$ cat config.mk
export PLATFORM = sky130hd
export DESIGN_NAME = priority_ring_deque
export DESIGN_NICKNAME = d
export VERILOG_FILES = /design/src/sv/prd_pkg.sv /design/src/sv/prd_ctrl.sv /design/src/sv/prd_dpath.sv /design/src/sv/priority_ring_deque.sv
export SDC_FILE = /design/constraint.sdc
export NUM_CORES = 1
export LEC_CHECK = 0
export ABC_AREA = 1
export BUFFER_PORTS_ARGS = -buffer_cell sky130_fd_sc_hd__buf_2
export CORE_MARGIN = 8
export CORE_UTILIZATION = 55
export DETAILED_ROUTE_END_ITERATION = 8
export HOLD_SLACK_MARGIN = 0.05
export PLACE_DENSITY = 0.72
export SLEW_MARGIN = 25
export SYNTH_ARGS = -nofsm -noshare
export SYNTH_HDL_FRONTEND = slang
export SYNTH_SLANG_ARGS = --single-unit
$ cat constraint.sdc
create_clock -name i_clk -period 3.2 [get_ports i_clk]
set_clock_uncertainty 0.1 [all_clocks]
set_input_delay 0.32 -clock i_clk [delete_from_list [all_inputs] [get_ports i_clk]]
set_output_delay 0.32 -clock i_clk [all_outputs]
set_load 0.1 [all_outputs]
$ cat src/sv/prd_pkg.sv
// Package for the priority ring deque: shared codes, controller states,
// the controller-to-datapath command struct and the default depth.
// No dependencies; every other file of the block imports it.
`default_nettype none

package prd_pkg;

    localparam int DEPTH_DEFAULT = 8;

    // Field widths fixed by the stream payload
    localparam int BYTE_W   = 8;
    localparam int ENTRY_W  = BYTE_W + 2;
    localparam int STATUS_W = 2;
    localparam int COUNT_W  = 4;
    localparam int IN_TDATA_W  = 16;
    localparam int OUT_TDATA_W = 16;

    // Request kind carried on the input tuser
    localparam logic OP_PUSH = 1'b0;
    localparam logic OP_POP  = 1'b1;

    // Result status carried on the output tuser
    localparam logic [STATUS_W-1:0] ST_DONE  = 2'd0;
    localparam logic [STATUS_W-1:0] ST_FULL  = 2'd1;
    localparam logic [STATUS_W-1:0] ST_EMPTY = 2'd2;

    typedef enum logic [1:0] {
        S_IDLE,
        S_EXEC,
        S_RESP
    } t_state;

    typedef struct packed {
        logic load;   // capture the accepted request
        logic exec;   // apply it to the ring and the entry memory
    } t_dp_cmd;

endpackage

`default_nettype wire

$ cat src/sv/prd_ctrl.sv
// Controller of the priority ring deque: sequences one request through
// capture, execute and respond. Depends on prd_pkg.
`default_nettype none

module prd_ctrl (
    input  wire logic            i_clk,
    input  wire logic            i_rst_n,
    input  wire logic            i_in_valid,
    input  wire logic            i_out_ready,
    output logic                 o_in_ready,
    output logic                 o_out_valid,
    output prd_pkg::t_dp_cmd     o_cmd
);
    import prd_pkg::*;

    t_state r_state;
    t_state n_state;

    always_ff @(posedge i_clk) begin
        if (!i_rst_n) begin
            r_state <= S_IDLE;
        end else begin
            r_state <= n_state;
        end
    end

    always_comb begin
        n_state = r_state;
        case (r_state)
            S_IDLE: begin
                if (i_in_valid) begin
                    n_state = S_EXEC;
                end
            end
            S_EXEC: begin
                n_state = S_RESP;
            end
            S_RESP: begin
                if (i_out_ready) begin
                    n_state = S_IDLE;
                end
            end
            default: begin
                n_state = S_IDLE;
            end
        endcase
    end

    always_comb begin
        o_in_ready  = 1'b0;
        o_out_valid = 1'b0;
        o_cmd       = '0;
        case (r_state)
            S_IDLE: begin
                o_in_ready = 1'b1;
                o_cmd.load = i_in_valid;
            end
            S_EXEC: begin
                o_cmd.exec = 1'b1;
            end
            S_RESP: begin
                o_out_valid = 1'b1;
            end
            default: begin
                o_in_ready = 1'b0;
            end
        endcase
    end

endmodule

`default_nettype wire

$ cat src/sv/prd_dpath.sv
// Datapath of the priority ring deque: request register, front/back
// pointers, occupancy, entry memory and result registers.
// Depends on prd_pkg; driven by prd_ctrl commands.
`default_nettype none

module prd_dpath #(
    parameter int DEPTH = prd_pkg::DEPTH_DEFAULT
) (
    input  wire logic                          i_clk,
    input  wire logic                          i_rst_n,
    input  wire prd_pkg::t_dp_cmd              i_cmd,
    input  wire logic                          i_op,
    input  wire logic                          i_urgent,
    input  wire logic                          i_sender,
    input  wire logic [prd_pkg::BYTE_W-1:0]    i_byte,
    output logic      [prd_pkg::STATUS_W-1:0]  o_status,
    output logic                               o_urgent,
    output logic                               o_sender,
    output logic      [prd_pkg::BYTE_W-1:0]    o_byte,
    output logic      [prd_pkg::COUNT_W-1:0]   o_fill_count
);
    import prd_pkg::*;

    localparam int PTR_W = $clog2(DEPTH);
    localparam int CNT_W = $clog2(DEPTH + 1);
    localparam logic [PTR_W-1:0] PTR_LAST = PTR_W'(DEPTH - 1);
    localparam logic [CNT_W-1:0] CNT_FULL = CNT_W'(DEPTH);

    logic [ENTRY_W-1:0] mem [DEPTH];

    logic               r_op;
    logic               r_urgent;
    logic               r_sender;
    logic [BYTE_W-1:0]  r_byte;

    logic [PTR_W-1:0]   r_front, n_front;
    logic [PTR_W-1:0]   r_back,  n_back;
    logic [CNT_W-1:0]   r_occ,   n_occ;

    logic [STATUS_W-1:0] r_status, n_status;
    logic                r_pop_ok, n_pop_ok;
    logic [ENTRY_W-1:0]  r_rd_data;

    logic               push_ok;
    logic [PTR_W-1:0]   front_inc;
    logic [PTR_W-1:0]   front_dec;
    logic [PTR_W-1:0]   back_inc;
    logic [PTR_W-1:0]   wr_addr;
    logic [31:0]        occ_ext;

    assign front_inc = (r_front == PTR_LAST) ? '0 : r_front + 1'b1;
    assign front_dec = (r_front == '0) ? PTR_LAST : r_front - 1'b1;
    assign back_inc  = (r_back == PTR_LAST) ? '0 : r_back + 1'b1;
    assign wr_addr   = r_urgent ? front_dec : r_back;

    always_comb begin
        n_front  = r_front;
        n_back   = r_back;
        n_occ    = r_occ;
        n_status = ST_DONE;
        n_pop_ok = 1'b0;
        push_ok  = 1'b0;
        if (r_op == OP_PUSH) begin
            if (r_occ == CNT_FULL) begin
                n_status = ST_FULL;
            end else begin
                push_ok = 1'b1;
                n_occ   = r_occ + 1'b1;
                if (r_urgent) begin
                    n_front = front_dec;
                end else begin
                    n_back = back_inc;
                end
            end
        end else begin
            if (r_occ == '0) begin
                n_status = ST_EMPTY;
            end else begin
                n_pop_ok = 1'b1;
                n_occ    = r_occ - 1'b1;
                n_front  = front_inc;
            end
        end
    end

    // Hold the accepted request for the execute cycle
    always_ff @(posedge i_clk) begin
        if (i_cmd.load) begin
            r_op     <= i_op;
            r_urgent <= i_urgent;
            r_sender <= i_sender;
            r_byte   <= i_byte;
        end
    end

    always_ff @(posedge i_clk) begin
        if (!i_rst_n) begin
            r_front  <= '0;
            r_back   <= '0;
            r_occ    <= '0;
            r_status <= ST_DONE;
            r_pop_ok <= 1'b0;
        end else if (i_cmd.exec) begin
            r_front  <= n_front;
            r_back   <= n_back;
            r_occ    <= n_occ;
            r_status <= n_status;
            r_pop_ok <= n_pop_ok;
        end
    end

    // Entry memory: one write port, one registered read port at the front
    always_ff @(posedge i_clk) begin
        if (i_cmd.exec && push_ok) begin
            mem[wr_addr] <= {r_urgent, r_sender, r_byte};
        end
        if (i_cmd.exec) begin
            r_rd_data <= mem[r_front];
        end
    end

    assign occ_ext      = 32'(r_occ);
    assign o_status     = r_status;
    assign o_urgent     = r_pop_ok & r_rd_data[ENTRY_W-1];
    assign o_sender     = r_pop_ok & r_rd_data[ENTRY_W-2];
    assign o_byte       = r_pop_ok ? r_rd_data[BYTE_W-1:0] : '0;
    assign o_fill_count = occ_ext[COUNT_W-1:0];

endmodule

`default_nettype wire

$ cat src/sv/priority_ring_deque.sv
// Top level of the priority ring deque: stream ports, controller and datapath.
// Depends on prd_pkg, prd_ctrl and prd_dpath.
//
//   channel  direction  tuser            tdata (lowest bit up)
//   s_axis   in         op               urgent, sender, message_byte, zero pad
//   m_axis   out        status           out_urgent, out_sender, out_byte,
//                                        fill_count, zero pad
//
// Each request passes through capture, then execute (memory write or
// registered front read plus pointer update), then the result is offered.
// The next request is taken only once the result has been handed off, and
// any time m_axis_tready is low holds the next request back.
// Synchronous reset empties the ring at once; entry memory is not cleared.
`default_nettype none

module priority_ring_deque #(
    parameter int DEPTH = prd_pkg::DEPTH_DEFAULT
) (
    input  wire logic                               i_clk,
    input  wire logic                               i_rst_n,
    input  wire logic                               s_axis_tvalid,
    output logic                                    s_axis_tready,
    // urgent, sender, message_byte[7:0], zero pad
    input  wire logic [prd_pkg::IN_TDATA_W-1:0]     s_axis_tdata,
    // op
    input  wire logic                               s_axis_tuser,
    output logic                                    m_axis_tvalid,
    input  wire logic                               m_axis_tready,
    // out_urgent, out_sender, out_byte[7:0], fill_count[3:0], zero pad
    output logic      [prd_pkg::OUT_TDATA_W-1:0]    m_axis_tdata,
    // status[1:0]
    output logic      [prd_pkg::STATUS_W-1:0]       m_axis_tuser
);
    import prd_pkg::*;

    localparam int OUT_USED_W = BYTE_W + 2 + COUNT_W;

    t_dp_cmd              cmd;
    logic                 out_urgent;
    logic                 out_sender;
    logic [BYTE_W-1:0]    out_byte;
    logic [COUNT_W-1:0]   fill_count;

    prd_ctrl u_ctrl (
        .i_clk       (i_clk),
        .i_rst_n     (i_rst_n),
        .i_in_valid  (s_axis_tvalid),
        .i_out_ready (m_axis_tready),
        .o_in_ready  (s_axis_tready),
        .o_out_valid (m_axis_tvalid),
        .o_cmd       (cmd)
    );

    prd_dpath #(
        .DEPTH (DEPTH)
    ) u_dpath (
        .i_clk        (i_clk),
        .i_rst_n      (i_rst_n),
        .i_cmd        (cmd),
        .i_op         (s_axis_tuser),
        .i_urgent     (s_axis_tdata[0]),
        .i_sender     (s_axis_tdata[1]),
        .i_byte       (s_axis_tdata[BYTE_W+1:2]),
        .o_status     (m_axis_tuser),
        .o_urgent     (out_urgent),
        .o_sender     (out_sender),
        .o_byte       (out_byte),
        .o_fill_count (fill_count)
    );

    assign m_axis_tdata = {{(OUT_TDATA_W - OUT_USED_W){1'b0}},
                           fill_count, out_byte, out_sender, out_urgent};

endmodule

`default_nettype wire

## Yosys cells after proc, flatten, opt, wreduce, memory -nomap -nowiden

Memories as Yosys holds them, arrays and structs flattened. A register that Yosys moved wholly into a read port is not among the register bits.
Index checks and enable logic that the tools add are counted.

- Bits in registers: 26
- Memory bits (writable): 80
- Input port bits: 21
- Output and inout port bits: 20
- Memories: 1

- Add/sub/neg operators: 5
- Equal/unequal tests: 9
- Muxes and demuxes: 28
- Bitwise logic cells: 5
- Reductions and logical operators: 9

Memories:

| memory | words | bits a word | read ports | clocked after memory_dff | write ports | RTL line | text |
|---|---|---|---|---|---|---|---|
| u_dpath.mem | 8 | 10 | 1 | 1 | 1 | prd_dpath.sv:29 | `logic [ENTRY_W-1:0] mem [DEPTH];` |

Operators with widths:

| operator | number |
|---|---|
| 3-bit 2-to-1 mux | 8 |
| 4-bit 2-to-1 mux | 3 |
| 1-bit 2-to-1 mux | 11 |
| 2-bit 2-to-1 mux | 4 |
| 8-bit 2-to-1 mux | 1 |
| 4-bit AND reduction | 2 |
| 3-bit by 1-bit adder with 3-bit output, second input constant | 2 |
| 3-bit equality test, second input constant | 2 |
| 2-bit != test, second input constant | 3 |
| 2-bit one-hot mux with 3 select lines | 1 |
| 4-bit by 1-bit adder with 4-bit output, second input constant | 1 |
| 4-bit equality test, second input constant | 1 |
| 4-bit logical NOT | 1 |
| 4-bit by 1-bit subtractor with 4-bit output, second input constant | 1 |
| 3-bit logical NOT | 1 |
| 1-bit inverter | 3 |
| 3-bit AND reduction | 1 |
| 3-bit by 1-bit subtractor with 3-bit output, second input constant | 1 |
| 1-bit bitwise AND | 2 |
| 2-bit by 1-bit equality test with 1-bit output, second input constant | 1 |
| 2-bit equality test, second input constant | 1 |
| 2-bit logical NOT | 1 |
| 2-bit by 1-bit != test with 1-bit output, second input constant | 1 |
| 2-bit AND reduction | 1 |
| 2 further kinds | 2 |

## Longest topological paths before layout

- Depth in word-level cells: 6
- Depth in mapped cells: 12
- Depth with buffers taken out: 10

## Cells and area by module

From an unflattened synthesis, not the netlist that was laid out.

- Cells, all modules: 444
- Area, all modules: 4,981.0 sq um

Modules (own cells, without submodules):

| module | instances | cells each | area an instance (sq um) | seq. area each (sq um) |
|---|---|---|---|---|
| prd_dpath | 1 | 423 | 4,842.1 | 3,293.2 |
| prd_ctrl | 1 | 16 | 105.1 | 40.0 |
| priority_ring_deque | 1 | 5 | 33.8 | 0.0 |

## Worst setup path before layout

No wires, ideal clock.

- Path type: reg-to-reg
- Start point: register u_dpath.r_occ[2], in the netlist u_dpath.o_fill_count[2]
- End point: memory u_dpath.mem[1][0] (netlist bit) (enable)
- Setup time: 0.376 ns
- Data arrival time: 2.072 ns
- Data required time: 2.724 ns
- Path slack: 0.652 ns
- Cell stages (with the launch flop): 7
- Buffers on the path: 0
- Clock period less this slack: 2.548 ns
- Path through: dfxtp_1 nor2_1 nand2_1 nand2_4 nor2_8 nand2_2 nor2_1

- Cells in the longest elaborated chain, start to end: 6

RTL lines:

| item | RTL line | text |
|---|---|---|
| start: declaration | prd_dpath.sv:38 | `logic [CNT_W-1:0] r_occ, n_occ;` |
| start signal: assignment | prd_dpath.sv:106 | `r_occ <= n_occ;` |
| 4-bit equality test | prd_dpath.sv:64 | `if (r_occ == CNT_FULL) begin` |
| 1-bit 2-to-1 mux | prd_dpath.sv:64 |  |
| 1-bit 2-to-1 mux | prd_dpath.sv:63 | `if (r_op == OP_PUSH) begin` |
| 1-bit logical AND | prd_dpath.sv:114 | `if (i_cmd.exec && push_ok) begin` |
| 1-bit 2-to-1 mux | prd_dpath.sv:114 |  |
| 1-bit 2-to-1 mux (not written as such) | prd_dpath.sv:115 | `mem[wr_addr] <= {r_urgent, r_sender, r_byte};` |
| end: declaration | prd_dpath.sv:29 |  |

No other way between the ends.

## Worst setup path in the final report

- Start point: register u_ctrl.r_state[1]
- End point: output port m_axis_tvalid

- Cells in the longest elaborated chain, start to end: 2

RTL lines:

| item | RTL line | text |
|---|---|---|
| start: declaration | prd_ctrl.sv:16 | `t_state r_state;` |
| start signal: assignment | prd_ctrl.sv:23 | `r_state <= n_state;` |
| 2-bit equality test | prd_ctrl.sv:53 | `case (r_state)` |
| 1-bit 2-to-1 mux | prd_ctrl.sv:53 |  |
| end: declaration | priority_ring_deque.sv:27 | `output logic m_axis_tvalid,` |

No other way between the ends.

==> flow_summary.yaml <==
layout:
  diodes: 0
  finalNetCount: 520
  final_cell_mix: "101 x edfxtp_1, 79 x nand2_1, 68 x nor2_1"
  drive_gt1_share_pct: 18.16
  layout_commonest_cell: "edfxtp_1"
  fillers: 633
  area_delta_synth_final_pct: 19.94
  stdcell_count: 609
critical_path:
  crit_path_max_fanout: 5
  start_kind: "flop"
  endpoint_kind: "output port"
  crit_type: "flop to output port"
  cp_data_required_time_ns: 2.78
  arrival_ns: 1.68
route:
  vias: 3286
  antenna_left: 0
  dr.pass1.iters: 5
  drt-wirelength-per-cell_um: 16.53
  viasPerCell: 5.396
  routed_wl_mm: 10.07
  drc: 0
  drt_iter0_drc: 244
clock_network:
  clkLatencyLatePin_ns: 0.51
  cts_htree_levels: 4
  clk_pin_slew_ns: 0.05
  postCtsSetupBuffers: 0
  cts.sinks: 116
  cts_inserted_buffers: 17
  clk_path_buf_depth: 2
  cts_tree: "yes"
  cts_root_buffer: "clkbuf_8"
placement:
  io_buffers: 32
  placed_cells: 565
  place.gp.congestion: 0.8196
  hpwl_mm: 6.088
min_path:
  hp-class: "flop to flop"
timing:
  max_freq_mhz: 476.9
  rsz0062_at_grt: "no"
  final_max_slew_viol_count: 0
  holdWs_ns: 0.4074
  worst_pin_slew_ns: 0.9427
  slew-limit-headroom_pct: 36.81
  final-setup-viol-count: 0
  fin_crit_ns: 2.097
  hold_viol_final: 0
  timing.final.crit_share_pct: 65.53
  tns_ns: 0
logic_synthesis:
  synth_fa_ha_area_share_pct: 2.460
  seq_area_frac_synth_pct: 68.27
  synth_xor_area_share_pct: 0.3588
  synth_simple_gate_area_share_pct: 15.22
  ys_types: 31
  syn-cell-area_um2: 4882
  synth_mux_area_share_pct: 0
  yosysWarnings: 0
  ys_seq_elements: 116
  synth_compound_area_share_pct: 8.534
  synth_top_family_by_area: "simple AND/OR/NAND/NOR gates"
  avgSynthCellArea_um2: 11.33
  syn_inst: 431
grt:
  track_usage_pct: 18.14
  grt_pass1_wl_mm: 16.19
  antenna_found_initial: 0
  grt_pass1_vias: 3204
  grt_overflow: 0
  grt_max_degree: 44
floorplanning:
  core_um2: 8678
  start_util_pct: 56.26
  die_h_um: 110.2
  fp.dieArea_um2: 12150
  rows: 34
  io_pins: 41
  die_x_um: 110.2
power:
  ir_worst_vdd_mv: 0.5378
  leakage_nw: 2.343
  power_density_nw_per_um2: 645.7
  power_mw: 3.781
job:
  cap_viol_max_count: 0
run_status:
  outcome: "finished, final reports clean"
[registers in the layout, summed over array words and instances, names as in the netlist]
signal                cells
u_ctrl.r_state            2
u_dpath.mem              80
u_dpath.o_fill_count      4
u_dpath.o_status          2
u_dpath.r_back            3
u_dpath.r_byte            8
u_dpath.r_front           3
u_dpath.r_op              1
u_dpath.r_pop_ok          1
u_dpath.r_rd_data        10
u_dpath.r_sender          1
u_dpath.r_urgent          1
[cell type report]
type                    instances  area [um2]  share of cell area [%]
clock buffers                  18       417.9                   7.137
clock inverters                12       116.4                   1.987
inverters                      34       130.1                   2.222
multi-input cells             260        1310                   22.37
flip-flops and latches        116        3333                   56.92
well taps                     108       135.1                   2.308
repair buffers                 61       412.9                   7.051
[logic make-up (layout without fill, tap and decap cells)]
logic type,after synthesis,after routing
xor gates and xnor gates,2,2
other,1,2
DFF,116,116
buffers and inverters,56,125
and+or+nand+nor,172,172
AOI/OAI and AO/OA,75,75
adders and majority gates,9,9
[critical path: stages (launching register included)]
cell and delay, ns:
dfxtp_1 0.50, inv_1 0.09, nor2_1 0.13, buf_2 0.45
[synthesized netlist by cell type (all sizes together)]
cell type | instances | area [um2]
a21oi | 7 | 35.03
fa | 1 | 20.02
nor2 | 72 | 312.8
nand4 | 1 | 6.260
o21ai | 47 | 235.2
clkbuf | 9 | 36.29
nand3 | 12 | 65.06
buf | 13 | 81.33
dfxtp | 15 | 300.3
nor4 | 1 | 6.260
inv | 34 | 130.1
ha | 8 | 100.1
o22ai | 20 | 125.1
o211ai | 1 | 21.27
conb | 1 | 3.750
xor2 | 2 | 17.52
nor3 | 2 | 10.01
edfxtp | 101 | 3033
nand2 | 84 | 342.8
[timing repair]
action / in CTS / in global routing
hold buffers: 14 / 0
endpoints found under the hold margin: 22 / 0
resized for setup: 0 / 0
[final timing paths]
path                 startpoint                 to  slack (ns)  depth (start not counted)
min           u_dpath.r_back[2]  u_dpath.r_back[2]        0.41                          2
max           u_ctrl.r_state[1]      m_axis_tvalid        1.10                          3
max reg2reg  u_dpath.r_front[2]  u_dpath.mem[2][8]        1.17                         10
min reg2reg   u_dpath.r_back[2]  u_dpath.r_back[2]        0.41                          2
[through the flow]
stage / instance area, um2 / setup WS [ns] / util [%]
2_1_floorplan: 4886 / 0.6519 / -
6_report: 5856 / 1.103 / 67.47
3_5_place_dp: 5181 / 1.201 / 59.70
5_1_grt: 5856 / 0.9657 / 67.47
4_1_cts: 5856 / 1.091 / 67.47
3_3_place_gp: 5181 / 1.221 / 59.70
[layer usage]
metal | wire [um] | up-vias | track usage (%)
met5 | 0 | - | 0
met4 | 176 | 0 | 8.183
met3 | 622 | 17 | 5.291
met2 | 5031 | 108 | 29.58
met1 | 4236 | 1564 | 21.95
li1 | - | 1597 | -
[power by group]
group / total (mW) / switching, mW / leakage (nW) / internal (mW)
clock network: 1.71 / 0.624 / 0.251 / 1.08
logic: 0.344 / 0.249 / 1.05 / 0.0949
registers: 1.73 / 0.0382 / 1.04 / 1.69
(Power assumes the default switching activity.)
